[config.mk]
export PLATFORM = sky130hd
export DESIGN_NAME = esc_datapath
export DESIGN_NICKNAME = d
export VERILOG_FILES = /design/src/hw/rtl/esc_pkg.sv /design/src/hw/rtl/esc_divider.sv /design/src/hw/rtl/esc_datapath.sv
export SDC_FILE = /design/constraint.sdc
export NUM_CORES = 2
export LEC_CHECK = 0
export ABC_AREA = 1
export CORE_MARGIN = 2
export CORE_UTILIZATION = 30
export DETAILED_ROUTE_END_ITERATION = 12
export DONT_BUFFER_PORTS = 1
export MAX_ROUTING_LAYER = met4
export PLACE_DENSITY = 0.53
export SYNTH_ARGS = -nofsm -noshare
export SYNTH_HDL_FRONTEND = slang
export SYNTH_HIERARCHICAL = 1
export SYNTH_SLANG_ARGS = --single-unit
[constraint.sdc]
create_clock -name aclk -period 13.2 [get_ports aclk]
set_input_delay 2.64 -clock aclk [delete_from_list [all_inputs] [get_ports aclk]]
set_output_delay 2.64 -clock aclk [all_outputs]
set_load 0.05 [all_outputs]
[src/hw/rtl/esc_pkg.sv]
`timescale 1ns / 1ps
// ----------------------------------------------------------------------------
// esc_pkg
// Shared types, codes and the microcode program of the sensor compensation block.
// ----------------------------------------------------------------------------
package esc_pkg;

    localparam int RF_AW    = 3;
    localparam int RF_DEPTH = 1 << RF_AW;
    localparam int PC_W     = 7;

    typedef logic [PC_W-1:0]  pc_t;
    typedef logic [RF_AW-1:0] rf_addr_t;
    typedef logic [4:0]       src_t;

    // measurement selector
    localparam logic [1:0] OP_TEMP  = 2'd0;
    localparam logic [1:0] OP_PRESS = 2'd1;
    localparam logic [1:0] OP_HUM   = 2'd2;
    localparam logic [1:0] OP_NONE  = 2'd3;

    // configuration register indexes
    localparam logic [2:0] REG_TEMP_COEFFS   = 3'd0;
    localparam logic [2:0] REG_PRESS_COEFFS_A = 3'd1;
    localparam logic [2:0] REG_PRESS_COEFFS_B = 3'd2;
    localparam logic [2:0] REG_PRESS_COEFF_NINE = 3'd3;
    localparam logic [2:0] REG_HUM_COEFFS_A  = 3'd4;
    localparam logic [2:0] REG_HUM_COEFFS_B  = 3'd5;

    // operand sources: register file entries below SRC_FIRST_EXT
    localparam src_t SRC_R0 = 5'd0;
    localparam src_t SRC_R1 = 5'd1;
    localparam src_t SRC_R2 = 5'd2;
    localparam src_t SRC_R3 = 5'd3;
    localparam src_t SRC_R4 = 5'd4;
    localparam src_t SRC_R5 = 5'd5;
    localparam src_t SRC_FIRST_EXT = 5'd8;
    localparam src_t SRC_ADC   = 5'd8;
    localparam src_t SRC_ADC16 = 5'd9;
    localparam src_t SRC_FINE  = 5'd10;
    localparam src_t SRC_T1 = 5'd11;
    localparam src_t SRC_T2 = 5'd12;
    localparam src_t SRC_T3 = 5'd13;
    localparam src_t SRC_P1 = 5'd14;
    localparam src_t SRC_P2 = 5'd15;
    localparam src_t SRC_P3 = 5'd16;
    localparam src_t SRC_P4 = 5'd17;
    localparam src_t SRC_P5 = 5'd18;
    localparam src_t SRC_P6 = 5'd19;
    localparam src_t SRC_P7 = 5'd20;
    localparam src_t SRC_P8 = 5'd21;
    localparam src_t SRC_P9 = 5'd22;
    localparam src_t SRC_H1 = 5'd23;
    localparam src_t SRC_H2 = 5'd24;
    localparam src_t SRC_H3 = 5'd25;
    localparam src_t SRC_H4 = 5'd26;
    localparam src_t SRC_H5 = 5'd27;
    localparam src_t SRC_H6 = 5'd28;
    localparam src_t SRC_IMM = 5'd29;

    localparam rf_addr_t R0 = 3'd0;
    localparam rf_addr_t R1 = 3'd1;
    localparam rf_addr_t R2 = 3'd2;
    localparam rf_addr_t R3 = 3'd3;
    localparam rf_addr_t R4 = 3'd4;
    localparam rf_addr_t R5 = 3'd5;

    // program entry points and branch targets
    localparam pc_t PC_TEMP  = 7'd0;
    localparam pc_t PC_PRESS = 7'd15;
    localparam pc_t PC_BIG   = 7'd43;
    localparam pc_t PC_JOIN  = 7'd45;
    localparam pc_t PC_DZ    = 7'd57;
    localparam pc_t PC_HUM   = 7'd58;

    typedef enum logic [3:0] {
        ALU_ADD, ALU_SUB, ALU_RSUB, ALU_MUL, ALU_ASR,
        ALU_LSR, ALU_SHL, ALU_CLAMP, ALU_PASS, ALU_DIV
    } alu_op_t;

    typedef enum logic [1:0] {JMP_NONE, JMP_ALWAYS, JMP_NEG, JMP_ZERO} jmp_t;

    typedef enum logic [1:0] {ST_IDLE, ST_READ, ST_EXEC, ST_DIV} seq_state_t;

    typedef struct packed {
        alu_op_t     op;
        rf_addr_t    dst;
        src_t        src_a;
        src_t        src_b;
        logic [31:0] imm;
        logic        wr_fine;
        jmp_t        cond;
        pc_t         target;
        logic        out;
        logic        dz;
    } ucode_t;

    typedef struct packed {
        logic   rd_en;
        logic   wr_en;
        logic   div_start;
        ucode_t word;
    } dp_ctl_t;

    typedef struct packed {
        logic res_zero;
        logic res_neg;
        logic div_done;
    } dp_status_t;

    typedef struct packed {
        logic load;
        logic dz;
    } seq_out_t;

    function automatic ucode_t uw(input alu_op_t op, input rf_addr_t dst,
                                  input src_t a, input src_t b, input logic [31:0] imm);
        ucode_t w;
        w.op      = op;
        w.dst     = dst;
        w.src_a   = a;
        w.src_b   = b;
        w.imm     = imm;
        w.wr_fine = 1'b0;
        w.cond    = JMP_NONE;
        w.target  = PC_TEMP;
        w.out     = 1'b0;
        w.dz      = 1'b0;
        return w;
    endfunction

    function automatic ucode_t ucode_rom(input pc_t pc);
        ucode_t w;
        unique case (pc)
            // temperature
            7'd0:  w = uw(ALU_LSR,  R0, SRC_ADC, SRC_IMM, 32'd3);
            7'd1:  w = uw(ALU_SHL,  R1, SRC_T1,  SRC_IMM, 32'd1);
            7'd2:  w = uw(ALU_SUB,  R0, SRC_R0,  SRC_R1,  32'd0);
            7'd3:  w = uw(ALU_MUL,  R0, SRC_R0,  SRC_T2,  32'd0);
            7'd4:  w = uw(ALU_ASR,  R0, SRC_R0,  SRC_IMM, 32'd11);
            7'd5:  w = uw(ALU_LSR,  R1, SRC_ADC, SRC_IMM, 32'd4);
            7'd6:  w = uw(ALU_SUB,  R1, SRC_R1,  SRC_T1,  32'd0);
            7'd7:  w = uw(ALU_MUL,  R1, SRC_R1,  SRC_R1,  32'd0);
            7'd8:  w = uw(ALU_ASR,  R1, SRC_R1,  SRC_IMM, 32'd12);
            7'd9:  w = uw(ALU_MUL,  R1, SRC_R1,  SRC_T3,  32'd0);
            7'd10: w = uw(ALU_ASR,  R1, SRC_R1,  SRC_IMM, 32'd14);
            7'd11: begin
                w = uw(ALU_ADD, R0, SRC_R0, SRC_R1, 32'd0);
                w.wr_fine = 1'b1;
            end
            7'd12: w = uw(ALU_MUL,  R0, SRC_R0,  SRC_IMM, 32'd5);
            7'd13: w = uw(ALU_ADD,  R0, SRC_R0,  SRC_IMM, 32'd128);
            7'd14: begin
                w = uw(ALU_ASR, R0, SRC_R0, SRC_IMM, 32'd8);
                w.out = 1'b1;
            end
            // pressure
            7'd15: w = uw(ALU_ASR,  R0, SRC_FINE, SRC_IMM, 32'd1);
            7'd16: w = uw(ALU_SUB,  R0, SRC_R0,  SRC_IMM, 32'd64000);
            7'd17: w = uw(ALU_ASR,  R1, SRC_R0,  SRC_IMM, 32'd2);
            7'd18: w = uw(ALU_MUL,  R1, SRC_R1,  SRC_R1,  32'd0);
            7'd19: w = uw(ALU_ASR,  R2, SRC_R1,  SRC_IMM, 32'd11);
            7'd20: w = uw(ALU_MUL,  R2, SRC_R2,  SRC_P6,  32'd0);
            7'd21: w = uw(ALU_MUL,  R3, SRC_R0,  SRC_P5,  32'd0);
            7'd22: w = uw(ALU_SHL,  R3, SRC_R3,  SRC_IMM, 32'd1);
            7'd23: w = uw(ALU_ADD,  R2, SRC_R2,  SRC_R3,  32'd0);
            7'd24: w = uw(ALU_ASR,  R2, SRC_R2,  SRC_IMM, 32'd2);
            7'd25: w = uw(ALU_SHL,  R3, SRC_P4,  SRC_IMM, 32'd16);
            7'd26: w = uw(ALU_ADD,  R2, SRC_R2,  SRC_R3,  32'd0);
            7'd27: w = uw(ALU_ASR,  R1, SRC_R1,  SRC_IMM, 32'd13);
            7'd28: w = uw(ALU_MUL,  R1, SRC_R1,  SRC_P3,  32'd0);
            7'd29: w = uw(ALU_ASR,  R1, SRC_R1,  SRC_IMM, 32'd3);
            7'd30: w = uw(ALU_MUL,  R3, SRC_R0,  SRC_P2,  32'd0);
            7'd31: w = uw(ALU_ASR,  R3, SRC_R3,  SRC_IMM, 32'd1);
            7'd32: w = uw(ALU_ADD,  R1, SRC_R1,  SRC_R3,  32'd0);
            7'd33: w = uw(ALU_ASR,  R1, SRC_R1,  SRC_IMM, 32'd18);
            7'd34: w = uw(ALU_ADD,  R1, SRC_R1,  SRC_IMM, 32'd32768);
            7'd35: w = uw(ALU_MUL,  R1, SRC_R1,  SRC_P1,  32'd0);
            7'd36: begin
                w = uw(ALU_ASR, R1, SRC_R1, SRC_IMM, 32'd15);
                w.cond   = JMP_ZERO;
                w.target = PC_DZ;
            end
            7'd37: w = uw(ALU_RSUB, R3, SRC_ADC, SRC_IMM, 32'd1048576);
            7'd38: w = uw(ALU_ASR,  R4, SRC_R2,  SRC_IMM, 32'd12);
            7'd39: w = uw(ALU_SUB,  R3, SRC_R3,  SRC_R4,  32'd0);
            7'd40: begin
                w = uw(ALU_MUL, R3, SRC_R3, SRC_IMM, 32'd3125);
                w.cond   = JMP_NEG;
                w.target = PC_BIG;
            end
            7'd41: w = uw(ALU_SHL,  R3, SRC_R3,  SRC_IMM, 32'd1);
            7'd42: begin
                w = uw(ALU_DIV, R3, SRC_R3, SRC_R1, 32'd0);
                w.cond   = JMP_ALWAYS;
                w.target = PC_JOIN;
            end
            7'd43: w = uw(ALU_DIV,  R3, SRC_R3,  SRC_R1,  32'd0);
            7'd44: w = uw(ALU_SHL,  R3, SRC_R3,  SRC_IMM, 32'd1);
            7'd45: w = uw(ALU_LSR,  R4, SRC_R3,  SRC_IMM, 32'd3);
            7'd46: w = uw(ALU_MUL,  R4, SRC_R4,  SRC_R4,  32'd0);
            7'd47: w = uw(ALU_LSR,  R4, SRC_R4,  SRC_IMM, 32'd13);
            7'd48: w = uw(ALU_MUL,  R4, SRC_R4,  SRC_P9,  32'd0);
            7'd49: w = uw(ALU_ASR,  R4, SRC_R4,  SRC_IMM, 32'd12);
            7'd50: w = uw(ALU_LSR,  R5, SRC_R3,  SRC_IMM, 32'd2);
            7'd51: w = uw(ALU_MUL,  R5, SRC_R5,  SRC_P8,  32'd0);
            7'd52: w = uw(ALU_ASR,  R5, SRC_R5,  SRC_IMM, 32'd13);
            7'd53: w = uw(ALU_ADD,  R4, SRC_R4,  SRC_R5,  32'd0);
            7'd54: w = uw(ALU_ADD,  R4, SRC_R4,  SRC_P7,  32'd0);
            7'd55: w = uw(ALU_ASR,  R4, SRC_R4,  SRC_IMM, 32'd4);
            7'd56: begin
                w = uw(ALU_ADD, R3, SRC_R3, SRC_R4, 32'd0);
                w.out = 1'b1;
            end
            7'd57: begin
                w = uw(ALU_PASS, R0, SRC_R0, SRC_IMM, 32'd0);
                w.out = 1'b1;
                w.dz  = 1'b1;
            end
            // humidity
            7'd58: w = uw(ALU_SUB,  R0, SRC_FINE, SRC_IMM, 32'd76800);
            7'd59: w = uw(ALU_SHL,  R1, SRC_ADC16, SRC_IMM, 32'd14);
            7'd60: w = uw(ALU_SHL,  R2, SRC_H4,  SRC_IMM, 32'd20);
            7'd61: w = uw(ALU_SUB,  R1, SRC_R1,  SRC_R2,  32'd0);
            7'd62: w = uw(ALU_MUL,  R2, SRC_H5,  SRC_R0,  32'd0);
            7'd63: w = uw(ALU_SUB,  R1, SRC_R1,  SRC_R2,  32'd0);
            7'd64: w = uw(ALU_ADD,  R1, SRC_R1,  SRC_IMM, 32'd16384);
            7'd65: w = uw(ALU_ASR,  R1, SRC_R1,  SRC_IMM, 32'd15);
            7'd66: w = uw(ALU_MUL,  R2, SRC_R0,  SRC_H6,  32'd0);
            7'd67: w = uw(ALU_ASR,  R2, SRC_R2,  SRC_IMM, 32'd10);
            7'd68: w = uw(ALU_MUL,  R3, SRC_R0,  SRC_H3,  32'd0);
            7'd69: w = uw(ALU_ASR,  R3, SRC_R3,  SRC_IMM, 32'd11);
            7'd70: w = uw(ALU_ADD,  R3, SRC_R3,  SRC_IMM, 32'd32768);
            7'd71: w = uw(ALU_MUL,  R2, SRC_R2,  SRC_R3,  32'd0);
            7'd72: w = uw(ALU_ASR,  R2, SRC_R2,  SRC_IMM, 32'd10);
            7'd73: w = uw(ALU_ADD,  R2, SRC_R2,  SRC_IMM, 32'd2097152);
            7'd74: w = uw(ALU_MUL,  R2, SRC_R2,  SRC_H2,  32'd0);
            7'd75: w = uw(ALU_ADD,  R2, SRC_R2,  SRC_IMM, 32'd8192);
            7'd76: w = uw(ALU_ASR,  R2, SRC_R2,  SRC_IMM, 32'd14);
            7'd77: w = uw(ALU_MUL,  R1, SRC_R1,  SRC_R2,  32'd0);
            7'd78: w = uw(ALU_ASR,  R2, SRC_R1,  SRC_IMM, 32'd15);
            7'd79: w = uw(ALU_MUL,  R2, SRC_R2,  SRC_R2,  32'd0);
            7'd80: w = uw(ALU_ASR,  R2, SRC_R2,  SRC_IMM, 32'd7);
            7'd81: w = uw(ALU_MUL,  R2, SRC_R2,  SRC_H1,  32'd0);
            7'd82: w = uw(ALU_ASR,  R2, SRC_R2,  SRC_IMM, 32'd4);
            7'd83: w = uw(ALU_SUB,  R1, SRC_R1,  SRC_R2,  32'd0);
            7'd84: w = uw(ALU_CLAMP, R1, SRC_R1, SRC_IMM, 32'd419430400);
            7'd85: begin
                w = uw(ALU_LSR, R1, SRC_R1, SRC_IMM, 32'd12);
                w.out = 1'b1;
            end
            default: begin
                w = uw(ALU_PASS, R0, SRC_R0, SRC_IMM, 32'd0);
                w.out = 1'b1;
            end
        endcase
        return w;
    endfunction

endpackage

[src/hw/rtl/esc_divider.sv]
`timescale 1ns / 1ps
// ----------------------------------------------------------------------------
// esc_divider
// Unsigned 32-bit restoring divider, one quotient bit per cycle.
// ----------------------------------------------------------------------------
module esc_divider (
    input  logic        aclk,
    input  logic        aresetn,
    input  logic        start,
    input  logic [31:0] dividend,
    input  logic [31:0] divisor,
    output logic [31:0] quotient,
    output logic        done
);

    logic [31:0] rem_reg, rem_next;
    logic [31:0] quo_reg, quo_next;
    logic [31:0] div_reg;
    logic [4:0]  cnt_reg;
    logic        busy_reg;
    logic        done_reg;
    logic [32:0] rem_shift;
    logic [32:0] trial;

    always_comb begin
        rem_shift = {rem_reg, quo_reg[31]};
        trial     = rem_shift - {1'b0, div_reg};
        if (!trial[32]) begin
            rem_next = trial[31:0];
            quo_next = {quo_reg[30:0], 1'b1};
        end else begin
            rem_next = rem_shift[31:0];
            quo_next = {quo_reg[30:0], 1'b0};
        end
    end

    always_ff @(posedge aclk) begin
        if (!aresetn) begin
            busy_reg <= 1'b0;
            done_reg <= 1'b0;
            cnt_reg  <= '0;
        end else if (start) begin
            busy_reg <= 1'b1;
            done_reg <= 1'b0;
            cnt_reg  <= '0;
        end else if (busy_reg) begin
            cnt_reg <= cnt_reg + 5'd1;
            if (cnt_reg == 5'd31) begin
                busy_reg <= 1'b0;
                done_reg <= 1'b1;
            end
        end
    end

    always_ff @(posedge aclk) begin
        if (start) begin
            rem_reg <= '0;
            quo_reg <= dividend;
            div_reg <= divisor;
        end else if (busy_reg) begin
            rem_reg <= rem_next;
            quo_reg <= quo_next;
        end
    end

    assign quotient = quo_reg;
    assign done     = done_reg;

    a_start_busy: assert property (@(posedge aclk) disable iff (!aresetn)
        start |=> busy_reg && !done_reg)
        else $error("divider did not start");

endmodule

[src/hw/rtl/esc_datapath.sv]
`timescale 1ns / 1ps
// ----------------------------------------------------------------------------
// esc_datapath
// Register file, operand latches, ALU with multiplier, divider and fine temperature.
// ----------------------------------------------------------------------------
module esc_datapath (
    input  logic                aclk,
    input  logic                aresetn,
    input  esc_pkg::dp_ctl_t    ctl,
    input  logic [19:0]         adc,
    input  logic [47:0]         temp_coeffs,
    input  logic [63:0]         press_coeffs_a,
    input  logic [63:0]         press_coeffs_b,
    input  logic [15:0]         press_coeff_nine,
    input  logic [31:0]         hum_coeffs_a,
    input  logic [31:0]         hum_coeffs_b,
    output logic [31:0]         result,
    output esc_pkg::dp_status_t status
);

    logic [31:0] rf_mem [esc_pkg::RF_DEPTH];
    logic [31:0] opa_reg;
    logic [31:0] opb_reg;
    logic [31:0] fine_reg;
    logic [31:0] alu_res;
    logic [31:0] wr_data;
    logic [31:0] prod;
    logic [31:0] quo;
    logic        div_done;

    function automatic logic [31:0] sx16(input logic [15:0] v);
        return {{16{v[15]}}, v};
    endfunction

    function automatic logic [31:0] src_val(input esc_pkg::src_t s);
        logic [31:0] v;
        unique case (s)
            esc_pkg::SRC_ADC:   v = {12'd0, adc};
            esc_pkg::SRC_ADC16: v = {16'd0, adc[15:0]};
            esc_pkg::SRC_FINE:  v = fine_reg;
            esc_pkg::SRC_T1:    v = {16'd0, temp_coeffs[15:0]};
            esc_pkg::SRC_T2:    v = sx16(temp_coeffs[31:16]);
            esc_pkg::SRC_T3:    v = sx16(temp_coeffs[47:32]);
            esc_pkg::SRC_P1:    v = {16'd0, press_coeffs_a[15:0]};
            esc_pkg::SRC_P2:    v = sx16(press_coeffs_a[31:16]);
            esc_pkg::SRC_P3:    v = sx16(press_coeffs_a[47:32]);
            esc_pkg::SRC_P4:    v = sx16(press_coeffs_a[63:48]);
            esc_pkg::SRC_P5:    v = sx16(press_coeffs_b[15:0]);
            esc_pkg::SRC_P6:    v = sx16(press_coeffs_b[31:16]);
            esc_pkg::SRC_P7:    v = sx16(press_coeffs_b[47:32]);
            esc_pkg::SRC_P8:    v = sx16(press_coeffs_b[63:48]);
            esc_pkg::SRC_P9:    v = sx16(press_coeff_nine);
            esc_pkg::SRC_H1:    v = {24'd0, hum_coeffs_a[7:0]};
            esc_pkg::SRC_H2:    v = sx16(hum_coeffs_a[23:8]);
            esc_pkg::SRC_H3:    v = {24'd0, hum_coeffs_a[31:24]};
            esc_pkg::SRC_H4:    v = {{20{hum_coeffs_b[11]}}, hum_coeffs_b[11:0]};
            esc_pkg::SRC_H5:    v = {{20{hum_coeffs_b[23]}}, hum_coeffs_b[23:12]};
            esc_pkg::SRC_H6:    v = {{24{hum_coeffs_b[31]}}, hum_coeffs_b[31:24]};
            esc_pkg::SRC_IMM:   v = ctl.word.imm;
            default:            v = '0;
        endcase
        return v;
    endfunction

    // operand read: register file or coefficient/immediate source
    always_ff @(posedge aclk) begin
        if (ctl.rd_en) begin
            if (ctl.word.src_a < esc_pkg::SRC_FIRST_EXT) begin
                opa_reg <= rf_mem[ctl.word.src_a[esc_pkg::RF_AW-1:0]];
            end else begin
                opa_reg <= src_val(ctl.word.src_a);
            end
            if (ctl.word.src_b < esc_pkg::SRC_FIRST_EXT) begin
                opb_reg <= rf_mem[ctl.word.src_b[esc_pkg::RF_AW-1:0]];
            end else begin
                opb_reg <= src_val(ctl.word.src_b);
            end
        end
    end

    // only the low word of the product is ever used
    assign prod = opa_reg * opb_reg;

    always_comb begin
        unique case (ctl.word.op)
            esc_pkg::ALU_ADD:   alu_res = opa_reg + opb_reg;
            esc_pkg::ALU_SUB:   alu_res = opa_reg - opb_reg;
            esc_pkg::ALU_RSUB:  alu_res = opb_reg - opa_reg;
            esc_pkg::ALU_MUL:   alu_res = prod;
            esc_pkg::ALU_ASR:   alu_res = 32'($signed(opa_reg) >>> opb_reg[4:0]);
            esc_pkg::ALU_LSR:   alu_res = opa_reg >> opb_reg[4:0];
            esc_pkg::ALU_SHL:   alu_res = opa_reg << opb_reg[4:0];
            esc_pkg::ALU_CLAMP: begin
                if (opa_reg[31]) begin
                    alu_res = '0;
                end else if (opa_reg > opb_reg) begin
                    alu_res = opb_reg;
                end else begin
                    alu_res = opa_reg;
                end
            end
            esc_pkg::ALU_PASS:  alu_res = opb_reg;
            default:            alu_res = '0;
        endcase
    end

    esc_divider u_div (
        .aclk     (aclk),
        .aresetn  (aresetn),
        .start    (ctl.div_start),
        .dividend (opa_reg),
        .divisor  (opb_reg),
        .quotient (quo),
        .done     (div_done)
    );

    assign wr_data = (ctl.word.op == esc_pkg::ALU_DIV) ? quo : alu_res;

    always_ff @(posedge aclk) begin
        if (ctl.wr_en) begin
            rf_mem[ctl.word.dst] <= wr_data;
        end
    end

    always_ff @(posedge aclk) begin
        if (!aresetn) begin
            fine_reg <= '0;
        end else if (ctl.wr_en && ctl.word.wr_fine) begin
            fine_reg <= wr_data;
        end
    end

    assign result          = alu_res;
    assign status.res_zero = (alu_res == 32'd0);
    assign status.res_neg  = alu_res[31];
    assign status.div_done = div_done;

endmodule

Word level (Yosys, flattened, before mapping)

Memories as Yosys holds them, arrays and structs flattened.
Index checks and enable logic that the tools add are counted.

Flip-flop bits (word level): 199
Latch bits: 0
RAM bits: 256
ROM bits: 0
Bits of input ports: 342
Output and inout port bits: 35
Word-level logic and storage cells: 100
Memories kept: 1

Add/sub/neg operators: 5
$mul: 1
Div/mod/pow operators: 0
Order comparisons: 3
Equal/unequal tests: 54
Shift-type cells: 3
Muxes and demuxes: 17
Bitwise gates (word level): 1
Reduce and logical (&&, ||, !) cells: 6

Memories:

| memory | depth | bits a word | rd ports | clocked after Yosys merged registers in | wr ports | RTL line           | text |
|---|---|---|---|---|---|---|---|
| rf_mem | 8     | 32          | 2        | 0                                       | 1        | esc_datapath.sv:21 | `logic [31:0] rf_mem [esc_pkg::RF_DEPTH];` |

Operators with widths:

| cell                                                                         | number |
|---|---|
| 32-bit case mux with 22 select lines                                         | 2 |
| 32-bit case mux with 9 select lines                                          | 1 |
| 32-bit 2-to-1 mux                                                            | 8 |
| 5-bit equality test, second input constant                                   | 29 |
| 5-bit by 4-bit equality test with 1-bit output, second input constant        | 16 |
| 32-bit subtractor                                                            | 2 |
| 33-bit by 32-bit subtractor with 33-bit output                               | 1 |
| 32-bit adder                                                                 | 1 |
| 32-bit greater-than comparator                                               | 1 |
| 32-bit logical NOT                                                           | 1 |
| 32-bit by 32-bit multiplier with 32-bit output                               | 1 |
| 32-bit by 5-bit left shift with 32-bit output                                | 1 |
| 32-bit by 5-bit right shift with 32-bit output                               | 1 |
| 32-bit by 5-bit >>> shifter with 32-bit output                               | 1 |
| 4-bit by 3-bit equality test with 1-bit output, second input constant        | 4 |
| 5-bit by 4-bit less-than comparator with 1-bit output, second input constant | 2 |
| 4-bit by 2-bit equality test with 1-bit output, second input constant        | 2 |
| 4-bit equality test, second input constant                                   | 2 |
| 1-bit 2-to-1 mux                                                             | 6 |
| 5-bit by 1-bit adder with 5-bit output, second input constant                | 1 |
| 4-bit by 1-bit equality test with 1-bit output, second input constant        | 1 |
| 4-bit logical NOT                                                            | 1 |
| 2-bit AND reduction                                                          | 1 |
| 2-bit nonzero test                                                           | 1 |
| other kinds (3)                                                              | 3 |

Longest topological paths before layout

Depth in word-level cells: 5
Gate-level depth with buffers: 41
Depth with buffers taken out: 38

Modules after synthesis

The synthesis kept the hierarchy.

By module, submodules not included:

| module       | instances | cells an instance | area an instance (um2) | seq. area each (um2) |
|---|---|---|---|---|
| esc_datapath | 1         | 6,497             | 46,562.2               | 10,249.8 |
| esc_divider  | 1         | 1,034             | 6,872.8                | 2,702.6 |

Least setup slack after synthesis

OpenSTA, ideal clock, no wires.

Path type: reg-to-output
Start: register opb_reg[2]
End: output port status[2] (netlist name)
Data arrival time: 8.313 ns
Data required time: 10.560 ns
Path slack: 2.247 ns
Cell stages (with the launch flop): 31
Path buffers: 5
Cell sequence: edfxtp_1 > buf_2 > clkbuf_1 > buf_2 > buf_1 > clkbuf_1 > nand2_1 > fa_1 > fa_1 > inv_1 > fa_1 > inv_1 > fa_1 > inv_1 > fa_1 > fa_1 > fa_1 > fa_1 > ha_1 > a21oi_1 > o21ai_0 > a21oi_1 > o211ai_1 > or2_2 > nand3_1 > o21ai_0 > nor2_1 > nand2_1 > nor2_1 > nand4_1 > nor2_1

RTL lines:

| item                   | RTL line           | text |
|---|---|---|
| from (decl)            | esc_datapath.sv:23 | `logic [31:0] opb_reg;` |
| from (signal assigned) | esc_datapath.sv:74 | `opb_reg <= rf_mem[ctl.word.src_b[esc_pkg::RF_AW-1:0]];` |
| from (signal assigned) | esc_datapath.sv:76 | `opb_reg <= src_val(ctl.word.src_b);` |
| to (decl)              | esc_datapath.sv:18 | `output esc_pkg::dp_status_t status` |

==> impl_summary.txt <==
----------------------------------------------------
[Run status]
  Run status ... completed

[Floorplanning]
  X dimension of the die ... approximately 430 µm
  Initial cell density of the core ... 0.3027
  Number of I/O pins ... 377
  Row cnt ... 154
  Die Footprint ... around 180000 µm²
  Core area ... 176500 µm²
  Die height ... approximately 430 µm

[Detailed routing]
  Number of iterations in the first detailed-routing pass ... 6
  Antenna-violating nets left ... 0
  DR WL/cell ... 26.94 µm
  Via density per instance ... roughly 5.5
  Number of DRC markers after the initial detailed-route iteration ... 6621
  Vias post-DR ... 54210
  Number of remaining DRC errors ... 0
  DRT Wirelength ... 264.5 mm

[STA]
  Relative slew margins ... 0.1144
  Skew final ... 0.05226 ns
  Worst Tran Pin Value ... 1.295 ns
  Final worst-path cycle share ... 0.9640
  Final Hold Fails ... 0
  Worst hold-check slack ... 0.4731 ns
  Unrepaired setup endpoints after global routing ... no
  Crit path time final ... around 13 ns
  Count of final max-slew check failures ... 0
  Setup violation total in the final timing report ... 0
  Maximum operating frequency ... a little under 80 MHz
  Total negative setup slack ... 0 ns

[Worst setup path]
  Slowest cell on the critical path ... edfxtp_1
  R2r startpoint ... opb_reg[2]
  Source of the critical timing path ... opb_reg[2]
  Highest net fanout along the worst path ... 19
  Type of destination of the critical path ... output port
  Arrival time reported for the critical path endpoint ... about 10 ns
  Most repeated library cell on the critical path ... fa_1
  Worst reg-to-reg setup slack ... roughly 3.7 ns
  Required time reported for the critical path endpoint ... 10.56 ns
  Kind of critical path ... flop to output port
  Delay of the slowest critical-path stage ... 1.08 ns
  Logic depth of the worst register-to-register path ... 31
  Kind of start point of the critical path ... flop
  Last element of the critical path ... status[2]
  FF-to-FF End ... fine_reg[24]

[Clock tree]
  Num CTS Buffers ... 48
  Maximum clock insertion buffer count ... 3
  Sinks on the clock net ... 455
  Skew-Pair Late Insertion Delay ... 0.64 ns
  Clock tree from TritonCTS ... built
  Root buf cell ... clkbuf_16
  Clock slew at the register clock pins of the worst setup and hold paths ... 0.06 ns
  Number of buffers added to fix hold violations after cts ... 0
  H-tree depth reported by CTS ... 2
  Number of setup buffers added after CTS ... 0
  Resize count post-CTS ... 0

[Global routing]
  Via count of the first global-routing pass ... a little over 50000
  Sum of overflow across all layers after global routing ... 0
  First-pass GRT wire length ... 374.6 mm
  Number of antenna violations at the first check in global routing ... 14
  Pin count of the biggest net entering global routing ... 70
  Overall Global Routing Usage ... 0.2929

[Synthesis]
  Fraction of synthesis flops using an asynchronous set or reset pin ... 0
  Syn Inst Count ... 7531
  Primary flip-flop cell chosen by synthesis mapping ... edfxtp_1
  Post-synthesis sequential area ratio ... 0.2424
  Number of storage elements in the synthesis netlist ... 455
  Synthesis Warnings ... 6
  Net count of the mapped netlist ... between 8000 and 9000
  Number of flops mapped to enable cells by yosys ... 384
  Number of distinct library cells after synthesis ... 66
  Mean instance size in the synthesized netlist ... a little over 7 µm²
  Post-synthesis instance area ... 53430 µm²

[Layout]
  Share of final-layout standard cells stronger than drive strength 1 ... 0.05025
  Biggest register ... rf_mem
  Final design instance area without fill ... 58030 µm²
  Flip-flop count of the largest register after layout ... 256
  Relative area change from synthesis to final layout ... 8.603%
  Final-stage net count ... roughly 8400
  Fin util ... 0.3288

[Min path]
  Worst min path class ... flop to flop

[Placed design]
  Hpwl dp ... 203.0 mm
  Final GP Congestion ... 1.065
  Cell area after placement ... ~56000 µm²
  Input/output buffers ... 0

[Run]
  Max-capacitance violation count ... 0

----------------------------------------------------
[worst max-delay path, delay by kind of cell, from the launching register on]
family	cells	cell delay [ns]
AOI/OAI and AO/OA	3	0.61
buffers and inverters	8	1.09
adders and majority gates	9	4.07
and+or+nand+nor	11	2.57
DFF	1	1.08
[cell families (layout without fill, tap and decap cells)]
group           after synthesis  in the layout  synth area share
simple gates               3302           3302            0.2606
buf+inv                    1968           1899            0.1415
compound gates             1070           1070            0.1316
fa+ha+maj                   648            648            0.2095
flops                       455            455            0.2424
xor+xnor                     88             88           0.01442
other cells                   0             14                 0
[through the flow]
step	instances	setup slack (ns)
2_1_floorplan	7531	2.247
6_report	9816	0.4752
4_1_cts	9802	0.5995
5_1_grt	9812	0.1333
3_5_place_dp	9713	1.311
3_3_place_gp	9713	1.279
[routing by layer]
metal  track usage  vias to the layer above  routed length (µm)
met1        0.3826                    26370              108500
met5             -                        -                   0
met2        0.4442                     3080              116400
met3       0.04561                      660               24700
li1              -                    24100                   -
met4        0.1356                        0               14920
[worst min path at each step]
stage / start / endpoint / slack [ns] / cells past startpoint
final: u_div/rem_reg[26] / u_div/rem_reg[26] / 0.47 / 2
after global routing: u_div/cnt_reg[4] / u_div/cnt_reg[4] / 0.49 / 2
after CTS: u_div/rem_reg[4] / u_div/rem_reg[4] / 0.47 / 2
after detailed placement: u_div/rem_reg[11] / u_div/rem_reg[11] / 0.47 / 2
after global placement: u_div/cnt_reg[4] / u_div/cnt_reg[4] / 0.45 / 2
after floorplan: u_div/done / u_div/done / 0.44 / 2
[cell usage in the layout (no fill, tap or decap), drive strengths merged, types with 25 or more instances in the layout]
| cell type | n |
|---|---|
| a221oi | 117 |
| o211ai | 30 |
| buf | 183 |
| edfxtp | 384 |
| nand3b | 25 |
| o2111ai | 25 |
| ha | 237 |
| inv | 1620 |
| xnor2 | 40 |
| nand2 | 2059 |
| o22ai | 297 |
| clkinv | 27 |
| nor4 | 25 |
| xor2 | 48 |
| dfxtp | 71 |
| nor2 | 412 |
| nor3 | 54 |
| fa | 411 |
| o21ai | 187 |
| o311ai | 63 |
| a21oi | 192 |
| nand3 | 584 |
| clkbuf | 59 |
| nand4 | 108 |
| a22oi | 39 |
[Yosys cell counts (9+ instances only)]
cell type     n  area (µm²)
a2111oi_0    10       87.58
a211oi_1     19       142.6
a21o_1       16       120.1
a21oi_1     188       940.9
a221o_1       9       90.09
a221oi_1    117        1025
a22oi_1      39       292.8
a31oi_1      21       131.4
and2_1       10       62.56
buf_1        67       251.5
buf_2        62       310.3
buf_6        11       123.9
clkbuf_1    198       743.2
clkinv_1     11       41.29
dfxtp_1      71        1421
edfxtp_1    384       11530
fa_1        411        8228
ha_1        237        2965
inv_1      1601        6010
inv_2        15       56.30
nand2_1    2043        7669
nand2_2      10       62.56
nand3_1     583        2918
nand3b_1     25       187.7
nand4_1     107       669.4
nor2_1      392        1471
nor2_2       19       118.9
nor3_1       47       235.2
nor4_1       22       137.6
o2111ai_1    25       219.0
o211ai_1     29       217.7
o21ai_0     158       790.8
o21ai_1      27       135.1
o21bai_1     14       105.1
o22ai_1     297        1858
o311ai_0     63       551.8
or2_2        12       75.07
xnor2_1      40       350.3
xor2_1       48       420.4
[layout make-up]
type | count | area, µm²
antenna | 14 | 35.03
tap | 2340 | 2928
clock inverter | 30 | 322.8
multi-input combinational | 5108 | 33060
fill | 19310 | 118500
sequential | 455 | 12950
clock buffer | 59 | 1252
timing repair buffer | 183 | 1374
inverter | 1627 | 6107
Power is not shown: default switching activity piles up to over one toggle a cycle in this logic, so the estimate is an artifact.
